**src/hdl/mspm_ram.sv**
```systemverilog
`timescale 1ns / 1ps
module mspm_ram #(
    parameter int WIDTH = 8,
    parameter int DEPTH = 256
) (
    input  logic                                   clk,
    input  logic                                   we,
    input  logic [(DEPTH > 1 ? $clog2(DEPTH) : 1)-1:0] waddr,
    input  logic [WIDTH-1:0]                       wdata,
    input  logic [(DEPTH > 1 ? $clog2(DEPTH) : 1)-1:0] raddr,
    output logic [WIDTH-1:0]                       rdata
);
    logic [WIDTH-1:0] mem [DEPTH];

    always_ff @(posedge clk)
    begin
        if (we)
        begin
            mem[waddr] <= wdata;
        end
        rdata <= mem[raddr];
    end
endmodule

```
**config.mk**
```make
export PLATFORM = sky130hd
export DESIGN_NAME = mspm_ram
export DESIGN_NICKNAME = d
export VERILOG_FILES = /design/src/hdl/mspm_ram.sv
export SDC_FILE = /design/constraint.sdc
export NUM_CORES = 2
export LEC_CHECK = 0
export ABC_CLOCK_PERIOD_IN_PS = 4450
export BUFFER_PORTS_ARGS = -buffer_cell sky130_fd_sc_hd__buf_2
export CORE_AREA = 4 4 386 388
export DETAILED_ROUTE_END_ITERATION = 7
export DIE_AREA = 0 0 390 392
export PLACE_DENSITY = 0.7
export SYNTH_ARGS = -nofsm -noshare
export SYNTH_HDL_FRONTEND = slang
export SYNTH_SLANG_ARGS = --single-unit
export TNS_END_PERCENT = 50
```
**constraint.sdc**
```tcl
create_clock -name clk -period 4.45 [get_ports clk]
set_input_delay 0.2225 -clock clk [delete_from_list [all_inputs] [get_ports clk]]
set_output_delay 0.2225 -clock clk [all_outputs]
set_load 0.02 [all_outputs]
```
==> results.py <==
metrics = {
    "worst_setup_path": {
        "crit_type": "flip-flop to flip-flop",
        "critPathLaunchType": "flip-flop",
        "end_kind": "flip-flop",
        "worstPathRequired_ns": 5.11,
        "cp_data_arrival_time_ns": 3.45,
        "crit_fanout": 1,
    },
    "placed_design": {
        "dpl.hpwl_um": 118400,
        "place_congestion": 0.8572,
        "place_ws_ns": 0.7356,
        "io_buffers": 33,
    },
    "route": {
        "wirelength_um": 192800,
        "via_count": 39660,
        "drt_pass1_iterations": 6,
        "drt_iter0_markers": 5159,
        "vias_per_cell": 6.603,
        "ant_nets": 0,
        "drt_drc_violations_left": 0,
        "routedWlPerCell_um": 32.10,
    },
    "cells_and_area": {
        "drive_above_1_share": 0.2347,
        "final_core_util": 0.6108,
        "area_growth_pct": 11.63,
        "nNetsFinal": 3940,
        "fillCellCount": 9929,
    },
    "clock_network": {
        "clk_latency_ns": 0.83,
        "cts_tree": "done",
        "cts-root-buf": "clkbuf_16",
        "numCtsBuffers": 198,
        "postCtsSetupRepairBufs": 0,
        "cts.path.max_buffers": 3,
        "numClockSinks": 2056,
        "h-tree-depth": 4,
        "clkSlewWorstSetupHoldPaths_ns": 0.06,
    },
    "pwr": {
        "leakage_uw": 0.02753,
        "ir_worst_vdd_mv": 0.4002,
        "power_density_nw_per_um2": 447.9,
    },
    "global_routing": {
        "grt_max_degree": 170,
        "grt_pass1_vias": 39500,
        "antenna_found_initial": 14,
        "grt-ovfl-total": 0,
        "track_usage": 0.2557,
        "grt_first_pass_wirelength_um": 282100,
    },
    "die": {
        "die_height_um": 392,
        "initial_core_util": 0.5472,
        "die_area_um2": 152900,
        "num_io_pins": 34,
        "core_um2": 145400,
        "rows": 140,
        "die-width_um": 390,
    },
    "sta": {
        "setup_viol": 0,
        "setup_slack_ns": 1.667,
        "setup_tns_ns": 0,
        "final_max_slew_viol_count": 0,
        "tightest_slew_ns": 1.202,
        "timing.final.hold_violations": 0,
        "clock_skew_ns": 0.02689,
        "min_period_ns": 2.783,
        "rsz0062_at_grt": "false",
        "fmax_mhz": 359.4,
        "maxSlewHeadroom": 0.1962,
        "min_period_over_period": 0.6253,
    },
    "synth": {
        "syn_nets": 3759,
        "synth_adder_area_share": 0,
        "ys_ff_latch": 2056,
        "synth_mux_area_frac": 0.1462,
        "syn_avg_cell_area_um2": 21.31,
        "ys_types": 55,
        "synth_edf_count": 2048,
        "synth_top_area_cell": "edfxtp_1",
        "synth_compound_area_frac": 0.03419,
        "ys_top_cells_by_area": "edfxtp_1 77%, mux4_2 13%, mux2i_1 1.7%",
        "synth_top_family_by_area": "multiplexers",
        "synth_cells": 3733,
        "ys_seq_area_frac": 0.7750,
        "yosys_most_used_dff": "edfxtp_1",
        "synthXorXnorAreaFrac": 0,
        "yosys_warnings": 0,
        "synthTopCellsByCount": "2048 x edfxtp_1, 454 x mux4_2, 282 x nor2_1, 134 x mux2i_1, 133 x a22oi_1",
        "netlist.area_leader.share": 0.7730,
        "netlist_area_um2": 79560,
        "synthArstFlopShare": 0,
        "yosys.area_share.simple": 0.02628,
        "synthMostInstantiatedCell": "edfxtp_1",
    },
    "outcome": {
        "status": "completed",
    },
    "job": {
        "drv_cap": 0,
    },
    "min_path": {
        "hold_path.class": "input pin to flip-flop",
    },
}
[layer usage]
layer / GRT usage / part of all wire / up-vias
li1: - / - / 16070
met1: 0.3670 / 0.39 / 21000
met2: 0.3918 / 0.47 / 2233
met3: 0.06683 / 0.11 / 354
met4: 0.07895 / 0.031 / 8
met5: 0 / 0.00029 / -
[registers in the layout, indices dropped and copies added (netlist names)]
register	flops
rdata	8
mem	2048
[layout by cell type (no fill, tap or decap), drive strengths merged, types with 4 or more instances in the layout]
cell	n
nor4	27
nor2	282
o21ai	12
or2	4
bufinv	16
nor3	22
diode	8
buf	205
a2111oi	5
o211ai	10
o22ai	28
a221oi	14
mux2i	134
a22o	8
edfxtp	2048
dlygate4sd3	6
nand2b	8
nand3	34
inv	6
o221ai	47
a21oi	96
o32ai	5
o22a	5
nand2	33
a211oi	16
mux4	456
clkbuf	245
clkinv	105
dfxtp	8
nand4	10
and2	6
a22oi	133
nor2b	31
[power breakdown]
group,switching (uW),leakage (uW),internal (uW)
logic,1260,0.00593,672
registers,38.7,0.0185,21400
clock network,7160,0.00313,9290
total,8460,0.0275,31300
[worst paths after layout]
path	from	end	slack (ns)	depth (start not counted)
worst max-delay path	mem[136][2]	rdata[2]	1.67	6
worst min-delay path	wdata[6]	mem[146][6]	0.07	1
worst max register to register	mem[136][2]	rdata[2]	1.67	6
worst min register to register	mem[32][5]	rdata[5]	1.08	6
[logic make-up after synthesis]
| kind of cell | count (synthesis) |
|---|---|
| AND/OR/NAND/NOR | 466 |
| flip-flops | 2056 |
| buffers and inverters | 235 |
| AO/OA/AOI/OAI | 385 |
| multiplexers | 591 |
[per-stage QoR]
step	hold slack, ns	cell area [um^2]	power, uW	std cells
2_1_floorplan	0.3214	79560	22830	3733
3_3_place_gp	0.5443	82370	23690	5625
3_5_place_dp	0.5485	82370	23720	5625
4_1_cts	0.05377	88790	39930	5999
5_1_grt	0.09339	88800	40930	6002
6_report	0.07472	88810	39780	6007
[timing repair]
action	4_1_cts	5_1_grt
resized for setup	0	0
hold buffers	6	0
endpoints found under the hold margin	395	0
[critical path: stages (launching register included)]
cell and delay, ns:
edfxtp_1 0.38, mux4_2 0.51, mux4_2 0.50, nor2_1 0.11, a2111oi_0 0.08, nor3_1 0.89
nor4_2 0.13
[final cells by class]
| cell class | instances | area [um^2] | share of cell area |
|---|---|---|---|
| flip-flops and latches | 2056 | 61660 | 0.6943 |
| diodes | 8 | 20.02 | 0.0002254 |
| clock inverters | 126 | 1139 | 0.01282 |
| clock buffers | 242 | 5225 | 0.05883 |
| inverters | 2 | 7.507 | 0.00008453 |
| multi-input cells | 1442 | 16490 | 0.1856 |
| repair buffers | 214 | 1876 | 0.02112 |
| well taps | 1917 | 2399 | 0.02701 |
(Power assumes the default switching activity.)
